**config.mk**
```make
export PLATFORM = sky130hd
export DESIGN_NAME = ascii_to_baudot_encoder
export DESIGN_NICKNAME = d
export VERILOG_FILES = /design/src/rtl/a2b_pkg.sv /design/src/rtl/a2b_front.sv /design/src/rtl/a2b_queue.sv /design/src/rtl/a2b_back.sv /design/src/rtl/ascii_to_baudot_encoder.sv
export SDC_FILE = /design/constraint.sdc
export NUM_CORES = 1
export LEC_CHECK = 0
export BUFFER_PORTS_ARGS = -buffer_cell sky130_fd_sc_hd__buf_4
export CORE_UTILIZATION = 48
export CTS_CLUSTER_SIZE = 10
export DETAILED_ROUTE_END_ITERATION = 10
export PLACE_DENSITY = 0.67
export SYNTH_ARGS = -nofsm -noshare
export SYNTH_HDL_FRONTEND = slang
export SYNTH_HIERARCHICAL = 1
export SYNTH_SLANG_ARGS = --single-unit
```
**constraint.sdc**
```tcl
create_clock -name clk -period 8.9 [get_ports clk]
set_clock_uncertainty 0.1 [all_clocks]
set_input_delay 0.89 -clock clk [delete_from_list [all_inputs] [get_ports clk]]
set_output_delay 0.89 -clock clk [all_outputs]
set_load 0.01 [all_outputs]
```
**src/rtl/a2b_pkg.sv**
```systemverilog
`timescale 1ns / 1ps

package a2b_pkg;

  localparam int ByteW   = 8;
  localparam int CharW   = 7;
  localparam int SymW    = 5;
  localparam int CfgIdxW = 2;
  localparam int QDepth  = 2;
  localparam int QPtrW   = 1;
  localparam int QCntW   = 2;

  localparam logic [CfgIdxW-1:0] CFG_FIG_SHIFT = 2'd0;
  localparam logic [CfgIdxW-1:0] CFG_LET_SHIFT = 2'd1;

  localparam logic [SymW-1:0] FIG_SHIFT_RST = 5'd27;
  localparam logic [SymW-1:0] LET_SHIFT_RST = 5'd31;

  localparam logic MODE_LETTERS = 1'b0;
  localparam logic MODE_FIGURES = 1'b1;

  typedef struct packed {
    logic            vld;
    logic [SymW-1:0] code;
  } a2b_lookup_t;

  typedef struct packed {
    logic            has_shift;
    logic [SymW-1:0] shift_code;
    logic [SymW-1:0] char_code;
  } a2b_entry_t;

  typedef struct packed {
    logic full;
    logic empty;
  } a2b_qstat_t;

  function automatic logic [SymW-1:0] alpha_code(input logic [4:0] pos);
    logic [SymW-1:0] c;
    unique case (pos)
      5'd1:    c = 5'h03;
      5'd2:    c = 5'h19;
      5'd3:    c = 5'h0e;
      5'd4:    c = 5'h09;
      5'd5:    c = 5'h01;
      5'd6:    c = 5'h0d;
      5'd7:    c = 5'h1a;
      5'd8:    c = 5'h14;
      5'd9:    c = 5'h06;
      5'd10:   c = 5'h0b;
      5'd11:   c = 5'h0f;
      5'd12:   c = 5'h12;
      5'd13:   c = 5'h1c;
      5'd14:   c = 5'h0c;
      5'd15:   c = 5'h18;
      5'd16:   c = 5'h16;
      5'd17:   c = 5'h17;
      5'd18:   c = 5'h0a;
      5'd19:   c = 5'h05;
      5'd20:   c = 5'h10;
      5'd21:   c = 5'h07;
      5'd22:   c = 5'h1e;
      5'd23:   c = 5'h13;
      5'd24:   c = 5'h1d;
      5'd25:   c = 5'h15;
      5'd26:   c = 5'h11;
      default: c = 5'h00;
    endcase
    return c;
  endfunction

  // Upper and lower case letters share one code.
  function automatic a2b_lookup_t letters_lookup(input logic [CharW-1:0] ch);
    a2b_lookup_t r;
    unique case (ch)
      7'd0:    r = '{vld: 1'b1, code: 5'h00};
      7'd10:   r = '{vld: 1'b1, code: 5'h02};
      7'd13:   r = '{vld: 1'b1, code: 5'h08};
      7'd32:   r = '{vld: 1'b1, code: 5'h04};
      default: begin
        r.vld  = ch[6] && (ch[4:0] >= 5'd1) && (ch[4:0] <= 5'd26);
        r.code = alpha_code(ch[4:0]);
      end
    endcase
    return r;
  endfunction

  function automatic a2b_lookup_t figures_lookup(input logic [CharW-1:0] ch);
    a2b_lookup_t r;
    r.vld = 1'b1;
    unique case (ch)
      7'd0:    r.code = 5'h00;
      7'd7:    r.code = 5'h05;
      7'd10:   r.code = 5'h02;
      7'd13:   r.code = 5'h08;
      7'd32:   r.code = 5'h04;
      7'd33:   r.code = 5'h0d;
      7'd34:   r.code = 5'h11;
      7'd35:   r.code = 5'h14;
      7'd36:   r.code = 5'h09;
      7'd38:   r.code = 5'h1a;
      7'd40:   r.code = 5'h0f;
      7'd41:   r.code = 5'h12;
      7'd44:   r.code = 5'h0c;
      7'd45:   r.code = 5'h03;
      7'd46:   r.code = 5'h1c;
      7'd47:   r.code = 5'h1d;
      7'd48:   r.code = 5'h16;
      7'd49:   r.code = 5'h17;
      7'd50:   r.code = 5'h13;
      7'd51:   r.code = 5'h01;
      7'd52:   r.code = 5'h0a;
      7'd53:   r.code = 5'h10;
      7'd54:   r.code = 5'h15;
      7'd55:   r.code = 5'h07;
      7'd56:   r.code = 5'h06;
      7'd57:   r.code = 5'h18;
      7'd58:   r.code = 5'h0e;
      7'd59:   r.code = 5'h1e;
      7'd63:   r.code = 5'h19;
      7'd92:   r.code = 5'h0b;
      default: begin
        r.vld  = 1'b0;
        r.code = 5'h00;
      end
    endcase
    return r;
  endfunction

endpackage

```
**src/rtl/a2b_front.sv**
```systemverilog
`timescale 1ns / 1ps

module a2b_front
  import a2b_pkg::*;
(
  input  logic               clk,
  input  logic               rst_n,
  input  logic               in_tvalid,
  output logic               in_tready,
  input  logic [ByteW-1:0]   in_tdata,
  input  logic               in_tuser,
  input  logic               cfg_valid,
  output logic               cfg_ready,
  input  logic [CfgIdxW-1:0] cfg_index,
  input  logic [SymW-1:0]    cfg_data,
  input  a2b_qstat_t         q_stat,
  output logic               push,
  output a2b_entry_t         push_data
);

  logic            mode_r, mode_nxt;
  logic [SymW-1:0] fig_shift_r, let_shift_r;
  logic            accept, mode_eff;
  a2b_lookup_t     let_lk, fig_lk;

  assign in_tready = !q_stat.full;
  assign cfg_ready = 1'b1;
  assign accept    = in_tvalid && in_tready;

  assign let_lk   = letters_lookup(in_tdata[CharW-1:0]);
  assign fig_lk   = figures_lookup(in_tdata[CharW-1:0]);
  assign mode_eff = in_tuser ? MODE_LETTERS : mode_r;

  always_comb begin
    mode_nxt             = mode_r;
    push                 = 1'b0;
    push_data.has_shift  = 1'b0;
    push_data.shift_code = fig_shift_r;
    push_data.char_code  = fig_lk.code;
    if (accept) begin
      mode_nxt = mode_eff;
      if (let_lk.vld && fig_lk.vld) begin
        push = 1'b1;
      end else if (fig_lk.vld) begin
        push                = 1'b1;
        push_data.has_shift = (mode_eff != MODE_FIGURES);
        mode_nxt            = MODE_FIGURES;
      end else if (let_lk.vld) begin
        push                 = 1'b1;
        push_data.has_shift  = (mode_eff != MODE_LETTERS);
        push_data.shift_code = let_shift_r;
        push_data.char_code  = let_lk.code;
        mode_nxt             = MODE_LETTERS;
      end
    end
  end

  always_ff @(posedge clk) begin
    if (!rst_n) begin
      mode_r      <= MODE_LETTERS;
      fig_shift_r <= FIG_SHIFT_RST;
      let_shift_r <= LET_SHIFT_RST;
    end else begin
      mode_r <= mode_nxt;
      if (cfg_valid && cfg_ready) begin
        if (cfg_index == CFG_FIG_SHIFT) begin
          fig_shift_r <= cfg_data;
        end else if (cfg_index == CFG_LET_SHIFT) begin
          let_shift_r <= cfg_data;
        end
      end
    end
  end

endmodule

```
**src/rtl/a2b_queue.sv**
```systemverilog
`timescale 1ns / 1ps

module a2b_queue
  import a2b_pkg::*;
(
  input  logic       clk,
  input  logic       rst_n,
  input  logic       push,
  input  a2b_entry_t push_data,
  input  logic       pop,
  output a2b_entry_t rd_data,
  output a2b_qstat_t stat
);

  a2b_entry_t       mem_r [QDepth];
  logic [QPtrW-1:0] wr_ptr_r, rd_ptr_r;
  logic [QCntW-1:0] count_r;

  assign rd_data    = mem_r[rd_ptr_r];
  assign stat.full  = (count_r == QCntW'(QDepth));
  assign stat.empty = (count_r == '0);

  always_ff @(posedge clk) begin
    if (push) begin
      mem_r[wr_ptr_r] <= push_data;
    end
  end

  always_ff @(posedge clk) begin
    if (!rst_n) begin
      wr_ptr_r <= '0;
      rd_ptr_r <= '0;
      count_r  <= '0;
    end else begin
      if (push) begin
        wr_ptr_r <= wr_ptr_r + 1'b1;
      end
      if (pop) begin
        rd_ptr_r <= rd_ptr_r + 1'b1;
      end
      if (push && !pop) begin
        count_r <= count_r + 1'b1;
      end else if (pop && !push) begin
        count_r <= count_r - 1'b1;
      end
    end
  end

endmodule

```
**src/rtl/a2b_back.sv**
```systemverilog
`timescale 1ns / 1ps

module a2b_back
  import a2b_pkg::*;
(
  input  logic             clk,
  input  logic             rst_n,
  input  a2b_entry_t       q_data,
  input  a2b_qstat_t       q_stat,
  output logic             pop,
  output logic             out_tvalid,
  input  logic             out_tready,
  output logic [ByteW-1:0] out_tdata,
  output logic             out_tlast
);

  logic            valid_r, valid_nxt;
  logic            pending_r, pending_nxt;
  logic [SymW-1:0] sym_r, sym_nxt;
  logic            last_r, last_nxt;
  logic [SymW-1:0] char_r, char_nxt;
  logic            load;

  assign load = !valid_r || out_tready;
  assign pop  = load && !pending_r && !q_stat.empty;

  always_comb begin
    valid_nxt   = valid_r;
    pending_nxt = pending_r;
    sym_nxt     = sym_r;
    last_nxt    = last_r;
    char_nxt    = char_r;
    if (load) begin
      if (pending_r) begin
        valid_nxt   = 1'b1;
        sym_nxt     = char_r;
        last_nxt    = 1'b1;
        pending_nxt = 1'b0;
      end else if (!q_stat.empty) begin
        valid_nxt = 1'b1;
        if (q_data.has_shift) begin
          sym_nxt     = q_data.shift_code;
          last_nxt    = 1'b0;
          pending_nxt = 1'b1;
          char_nxt    = q_data.char_code;
        end else begin
          sym_nxt  = q_data.char_code;
          last_nxt = 1'b1;
        end
      end else begin
        valid_nxt = 1'b0;
      end
    end
  end

  always_ff @(posedge clk) begin
    if (!rst_n) begin
      valid_r   <= 1'b0;
      pending_r <= 1'b0;
    end else begin
      valid_r   <= valid_nxt;
      pending_r <= pending_nxt;
    end
  end

  always_ff @(posedge clk) begin
    sym_r  <= sym_nxt;
    last_r <= last_nxt;
    char_r <= char_nxt;
  end

  assign out_tvalid = valid_r;
  assign out_tdata  = {{(ByteW - SymW){1'b0}}, sym_r};
  assign out_tlast  = last_r;

endmodule

```
**src/rtl/ascii_to_baudot_encoder.sv**
```systemverilog
`timescale 1ns / 1ps

// ITA2 (Baudot) encoder. Each text byte is masked to seven bits and turns into
// one 5-bit symbol, into a shift symbol followed by the character symbol when
// the character lives only in the mode that is not current, or into nothing
// when it has no code. A byte with in_tuser set starts a message in letters
// mode. The output register sends one symbol per cycle while out_tready is
// high, so a byte yields two symbols when it needs a shift and one otherwise;
// out_tlast marks the character symbol. Input bytes are taken every cycle
// while the two-entry queue between the classifier and the output stage has
// room, and each symbol passes through the queue and then the output register.
// The shift codes reset to 27 (figures) and 31 (letters) and may be rewritten
// through the cfg port while no byte is in flight.

module ascii_to_baudot_encoder
  import a2b_pkg::*;
(
  input  logic               clk,
  input  logic               rst_n,
  input  logic               in_tvalid,
  output logic               in_tready,
  input  logic [ByteW-1:0]   in_tdata,   // text_byte
  input  logic               in_tuser,   // message_start
  output logic               out_tvalid,
  input  logic               out_tready,
  output logic [ByteW-1:0]   out_tdata,  // symbol in bits 4:0, zeros above
  output logic               out_tlast,
  input  logic               cfg_valid,
  output logic               cfg_ready,
  input  logic [CfgIdxW-1:0] cfg_index,
  input  logic [SymW-1:0]    cfg_data
);

  logic       push, pop;
  a2b_entry_t push_data, q_data;
  a2b_qstat_t q_stat;

  a2b_front u_front (
    .clk       (clk),
    .rst_n     (rst_n),
    .in_tvalid (in_tvalid),
    .in_tready (in_tready),
    .in_tdata  (in_tdata),
    .in_tuser  (in_tuser),
    .cfg_valid (cfg_valid),
    .cfg_ready (cfg_ready),
    .cfg_index (cfg_index),
    .cfg_data  (cfg_data),
    .q_stat    (q_stat),
    .push      (push),
    .push_data (push_data)
  );

  a2b_queue u_queue (
    .clk       (clk),
    .rst_n     (rst_n),
    .push      (push),
    .push_data (push_data),
    .pop       (pop),
    .rd_data   (q_data),
    .stat      (q_stat)
  );

  a2b_back u_back (
    .clk        (clk),
    .rst_n      (rst_n),
    .q_data     (q_data),
    .q_stat     (q_stat),
    .pop        (pop),
    .out_tvalid (out_tvalid),
    .out_tready (out_tready),
    .out_tdata  (out_tdata),
    .out_tlast  (out_tlast)
  );

`ifndef SYNTH
  // A shift symbol that is taken is always followed at once by its character.
  a_shift_then_char : assert property (@(posedge clk) disable iff (!rst_n)
    out_tvalid && out_tready && !out_tlast |=> out_tvalid && out_tlast)
    else $error("shift symbol not followed by its character");

  // The classifier never writes into a full queue.
  a_no_overflow : assert property (@(posedge clk) disable iff (!rst_n)
    push |-> !q_stat.full)
    else $error("queue written while full");

  // The output stage never pulls from an empty queue.
  a_no_underflow : assert property (@(posedge clk) disable iff (!rst_n)
    pop |-> !q_stat.empty)
    else $error("queue read while empty");
`endif

endmodule

```
Word-level counts from Yosys, hierarchy flattened
Memories as Yosys holds them, arrays and structs flattened. A register that Yosys moved wholly into a read port is not among the register bits.
Index checks and enable logic that the tools add are counted.
{ "op_classes": {"addsub": 4, "magnitude_cmp": 2, "eq_ne": 32, "n_mux": 32, "bitwise_logic": 4, "n_reduce_logical": 24} }
{ "ops": {"columns": ["op", "n"], "rows": [
  ["7-bit by 6-bit == test with 1-bit output (second input constant)", 25],
  ["5-bit one-hot mux with 29 select lines", 1],
  ["11-bit 2-to-1 mux", 3],
  ["30-bit OR reduction", 1],
  ["6-bit one-hot mux with 4 select lines", 1],
  ["1-bit 2-to-1 mux", 21],
  ["5-bit 2-to-1 mux", 3],
  ["7-bit by 4-bit == test with 1-bit output (second input constant)", 2],
  ["10-bit 2-to-1 mux", 1],
  ["1-bit logical AND", 8],
  ["7-bit by 3-bit == test with 1-bit output (second input constant)", 1],
  ["7-bit == test (second input constant)", 1],
  ["7-bit logical NOT", 1],
  ["1-bit logical NOT", 6],
  ["5-bit by 1-bit greater-or-equal comparator with 1-bit output (second input constant)", 1],
  ["5-bit less-or-equal comparator (second input constant)", 1],
  ["2-bit logical NOT", 2],
  ["2-bit 2-to-1 mux", 2],
  ["1-bit inverter", 4],
  ["2-bit AND reduction", 2],
  ["4-bit AND reduction", 1],
  ["3-bit AND reduction", 1],
  ["1-bit adder (second input constant)", 2],
  ["2-bit by 1-bit adder with 2-bit output (second input constant)", 1],
  ["6 further kinds", 6]
]} }
{ "word_totals": {"ff_bits": 28, "ram_bits": 22, "mem_bits_ro": 160, "out_inout_bits": 12, "wordCells": 111, "n_memories": 2} }
{ "memory_table": {"columns": ["memory", "words", "width", "rd", "rd_ports_with_merged_regs", "write_ports", "line_no", "rtl"], "rows": [
  ["(name not given)", 32, 5, 1, 0, 0, "a2b_pkg.sv:40", "unique case (pos)"],
  ["u_queue.mem_r", 2, 11, 1, 1, 1, "a2b_queue.sv:15", "a2b_entry_t mem_r [QDepth];"]
]} }

Depth between registers and ports, before layout
{ "depth": {"ltp_word": 12, "depth_mapped": 13, "ltp_nobuf": 12} }

Cells and area by module
The synthesis kept the hierarchy.
{ "modules_own_cells": {"columns": ["module", "n_inst", "cells_per_inst", "area_each_um2"], "rows": [
  ["a2b_front", 1, 206, 1478.9],
  ["a2b_queue", 1, 56, 1008.5],
  ["a2b_back", 1, 46, 598.1]
]} }

Worst setup path after synthesis
No wires, ideal clock.
{ "synth_timing": {"path_type": "input to register", "startpoint": "input in_tdata[1]", "endpoint": "memory u_queue/mem_r[0][0] (netlist name) (enable)", "setup_ns": 0.381, "arrival_time_ns": 2.961, "slack_ns": 5.458, "stages": 8, "path_buffers": 1, "path_cell_list": "inv_1 > ha_1 > clkbuf_1 > nand2_1 > o311ai_0 > nor2_1 > a21boi_1 > nor2b_1"} }
{ "synth_between": {"elab_chain_cells": 10, "elab_cells_between_ends": 44} }
{ "synth_lines": {"columns": ["element", "line_no", "rtl"], "rows": [
  ["from (decl)", "ascii_to_baudot_encoder.sv:22", "input logic [ByteW-1:0] in_tdata,"],
  ["5-bit by 1-bit greater-or-equal comparator with 1-bit output", "a2b_pkg.sv:81", "r.vld = ch[6] && (ch[4:0] >= 5'd1) && (ch[4:0] <= 5'd26);"],
  ["1-bit logical AND (2 in series)", "a2b_pkg.sv:81", null],
  ["6-bit one-hot mux with 4 select lines", "a2b_pkg.sv:75", "unique case (ch)"],
  ["1-bit 2-to-1 mux", "a2b_front.sv:48", "end else if (let_lk.vld) begin"],
  ["1-bit 2-to-1 mux", "a2b_front.sv:44", "end else if (fig_lk.vld) begin"],
  ["1-bit 2-to-1 mux *", "a2b_front.sv:42", "if (let_lk.vld && fig_lk.vld) begin"],
  ["1-bit 2-to-1 mux *", "a2b_front.sv:40", "if (accept) begin"],
  ["via push", "ascii_to_baudot_encoder.sv:34", "logic push, pop;"],
  ["1-bit 2-to-1 mux *", "a2b_queue.sv:24", "if (push) begin"],
  ["1-bit 2-to-1 mux (not written as such) *", "a2b_queue.sv:25", "mem_r[wr_ptr_r] <= push_data;"],
  ["to (decl)", "a2b_queue.sv:15", null]
]} }
The timed path passes the listed nets; every way through them passes the cells marked *.

Worst setup path after layout
{ "layout_timing": {"startpoint": "input in_tdata[1]", "endpoint": "memory u_queue/mem_r[0][4] (netlist name) (enable)"} }
Same word-level chain as after synthesis.

==> summary.md <==
| Metric | Value |
|---|---|
| Crit path max-delay cell type | `nor2b_1` |
| Worst Hold End | `u_front/let_shift_r[2]` |
| Slowest stage delay, CP | `880 ps` |
| Gpl congestion | `0.990` |
| Adder-Cell Fraction of Synth Area | `3.24%` |
| 1st-pass router iterations | `5` |
| Mean Syn Cell Area | `10.0 sq um` |
| WL final | `5.97 mm` |
| Maxcap violations | `0` |
| Final setup fails | `0` |
| Fin. Hold Viols | `0` |
| Worst Path Buf+Inv | `2` |
| Post-synthesis cell area | `0.00309 sq mm` |
| Synth area leader | `edfxtp_1` |
| Worst-Skew Late Latency | `300 ps` |
| Distinct cells, synth | `59` |
| Vias per cell | `5.67` |
| Lkg Pwr | `1.23 nW` |
| Row count | `28` |
| Simple-gate share of the synthesized area | `17.5%` |
| Gr usage total | `19.6%` |
| HPWL Detailed | `4.12 mm` |
| Cells after Synth | `308` |
| Tcrit/Tclk final | `45.1%` |
| CP max FO | `12` |
| CTS tree | `built` |
| Cts repair resizes | `0` |
| Initial Util | `50.9%` |
| Number of inserted diodes | `0` |
| Crit start category | `primary input` |
| Ys Warns | `6` |
| DR WL/cell | `15.0 um` |
| RR Endpoint | `u_queue/mem_r[0][4]` |
| # port buffers | `27` |
| Layout cells sized above 1 | `20.2%` |
| Top cells by area, synth | `edfxtp_1 (32%), dfxtp_1 (12%), mux2i_1 (6.5%)` |
| Reg clk slew, reported paths | `80 ps` |
| Main synth FF type | `edfxtp_1` |
| Slew HR | `29.5%` |
| Max Root-Sink Buffers | `2` |
| H-tree depth | `2` |
| Cell Pwr Density | `196 mW/mm^2` |
| Worst Setup End Kind | `register` |
| Post-synthesis xor/xnor area fraction | `0.852%` |
| CP delay by family, top | `simple AND/OR/NAND/NOR gates` |
| R2R cell count | `4` |
| Final min period | `4010 ps` |
| Data required, critical path | `8720 ps` |
| Final WS setup | `4890 ps` |
| DRC | `0` |
| Ys async rst share | `0%` |
| CTS Buf Count | `5` |
| Die area | `0.00675 sq mm` |
| Nets | `350` |
| Worst-path cell chain | `buf_4, inv_1, ha_1, nand2_1, o311ai_0, nor2_1, a21boi_1, nor2b_1` |
| Worst R2R Start | `u_queue/count_r[0]` |
| Starting DRT DRC Count | `102` |
| Global-route wire length before repair | `9.80 mm` |
| Vias in the first global route | `2,027` |
| Total gr overflow | `0` |
| Worst min path class | `register to register` |
| CTS root buf | `clkbuf_8` |
| Overall power | `0.650 mW` |
| Routed Antenna Nets | `0` |
| R2R Setup Slk | `6230 ps` |
| Dpl ws | `4600 ps` |
| Outcome | `finished clean` |
| Final Slew Violations | `0` |
| WP data arrival | `3830 ps` |
| Worst-Margin Slew | `1050 ps` |
| Fin Setup TNS | `0 ps` |
| RSZ-0062 raised after global routing | `no` |
| Sink Count | `51` |
| Die outline height | `82.2 um` |
| Number of synthesized flops with an enable pin | `33` |
| Worst vdd ir | `0.000132 V` |
| Hold Crit Depth | `2` |
| Hold_buf cts | `0` |
| Sequential-to-total area share from yosys stat | `43.8%` |
| Largest net degree at the start of global routing | `34` |
| Area grow syn2layout | `7.66%` |
| Mux contribution to synthesized area | `13.4%` |
| Initial antenna violation count | `0` |
| DR vias | `2,252` |
| Max Freq | `249 MHz` |
| Die W | `82.2 um` |
| Largest family of logic cells by synthesized area | `simple AND/OR/NAND/NOR gates` |
| Post-CTS Setup Bufs | `0` |
| Synthesis-stage register bit count | `51` |
| Hold path start | `u_front/let_shift_r[2]` |
| Top-area cell type share of the netlist area | `32.1%` |
| Core Footprint | `0.00606 sq mm` |
| Post-synthesis compound-gate area fraction | `14.5%` |
| Top Ports | `33` |
| Util after Layout | `54.8%` |
| Setup Crit Path Kind | `primary input to register` |
cell families (layout without fill, tap and decap cells):
group | count (synthesis) | count (layout)
buf+inv | 35 | 47
fa+ha+maj | 8 | 8
mux | 38 | 38
flops | 51 | 51
xor+xnor | 3 | 3
simple gates | 101 | 101
compound gates | 70 | 70
other cells | 2 | 4
synthesized netlist by cell type, types with 5 or more instances:
master / n
buf_4: 6
a21oi_1: 14
nor3_1: 9
buf_6: 5
o21ai_1: 7
nor2_1: 18
edfxtp_1: 33
nand3_1: 6
inv_1: 12
mux2i_1: 20
clkbuf_1: 5
o22ai_1: 6
dfxtp_1: 18
nand2b_1: 6
o21ai_0: 18
buf_2: 6
mux2_2: 17
nor2b_1: 6
ha_1: 8
nand2_1: 31
worst max path at each step:
stage                startpoint                  end  slack [ps]  cells after the start
global placement    in_tdata[1]  u_queue/mem_r[0][2]        4640                      8
floorplan           in_tdata[1]  u_queue/mem_r[0][0]        5460                      8
global route        in_tdata[1]  u_queue/mem_r[0][4]        4650                      8
finish              in_tdata[1]  u_queue/mem_r[0][4]        4890                      8
CTS                 in_tdata[1]  u_queue/mem_r[0][4]        4900                      8
detailed placement  in_tdata[1]  u_queue/mem_r[0][2]        4600                      8
sequential cells by signal (all words and copies together), names as in the netlist, named ones only:
signal and cells:
u_back/out_tvalid 1, u_queue/count_r 2, u_back/pending_r 1, u_back/char_r 5, u_back/sym_r 5, u_queue/rd_ptr_r 1, u_queue/mem_r 22, u_front/fig_shift_r 5
u_front/let_shift_r 5, u_queue/wr_ptr_r 1, u_back/out_tlast 1, u_front/mode_r 1
metrics by stage:
| stage | instances | area, sq um | hold slack, ps |
|---|---|---|---|
| global route | 397 | 3320 | 400 |
| global placement | 389 | 3240 | 351 |
| finish | 397 | 3320 | 376 |
| floorplan | 310 | 3090 | 336 |
| detailed placement | 389 | 3240 | 357 |
| CTS | 397 | 3320 | 374 |
cells in the final DEF (no fill, tap or decap), types with 3 or more instances in the layout:
| cell type | Yosys | routed |
|---|---|---|
| dfxtp_1 | 18 | 18 |
| a211oi_1 | 4 | 4 |
| nor3_1 | 9 | 9 |
| a21oi_1 | 14 | 14 |
| mux2_2 | 17 | 17 |
| o21ai_1 | 7 | 7 |
| edfxtp_1 | 33 | 33 |
| buf_4 | 6 | 27 |
| nor2_1 | 18 | 18 |
| mux2i_1 | 20 | 20 |
| clkbuf_8 | 0 | 5 |
| nand3b_1 | 3 | 3 |
| ha_1 | 8 | 8 |
| nand2_1 | 31 | 31 |
| nor2b_1 | 6 | 6 |
| o22ai_1 | 6 | 6 |
| conb_1 | 2 | 4 |
| o21ai_0 | 18 | 18 |
| nand2b_1 | 6 | 6 |
| and2_1 | 4 | 4 |
| inv_1 | 12 | 12 |
| nand3_1 | 6 | 6 |
layout make-up:
type                       instances  area [sq um]
multi-input combinational        224          1540
inverter                          12          45.0
clock buffer                       5          68.8
timing repair buffer              27           203
tap                               75          93.8
clock inverter                     3          17.5
fill                             554          2740
sequential                        51          1350
power breakdown:
part | internal [mW] | switching [mW] | leakage (nW)
registers | 0.305 | 0.0215 | 0.444
clock network | 0.0550 | 0.0753 | 0.0460
logic | 0.0919 | 0.101 | 0.741
routing by layer:
layer / global-route usage [%] / vias up / routed length [um]
li1: - / 1140 / -
met1: 26.3 / 1041 / 2790
met2: 31.7 / 67 / 2910
met3: 3.30 / 4 / 223
met4: 6.84 / 0 / 55
met5: 0 / - / 0
tightest hold or removal path, delay by kind of cell, from the launching register on:
family | cells | cell delay, ps
multiplexers | 1 | 70
flip-flops | 1 | 330
AND/OR/NAND/NOR | 1 | 60
Note: power is estimated with default switching activity, not from simulation.
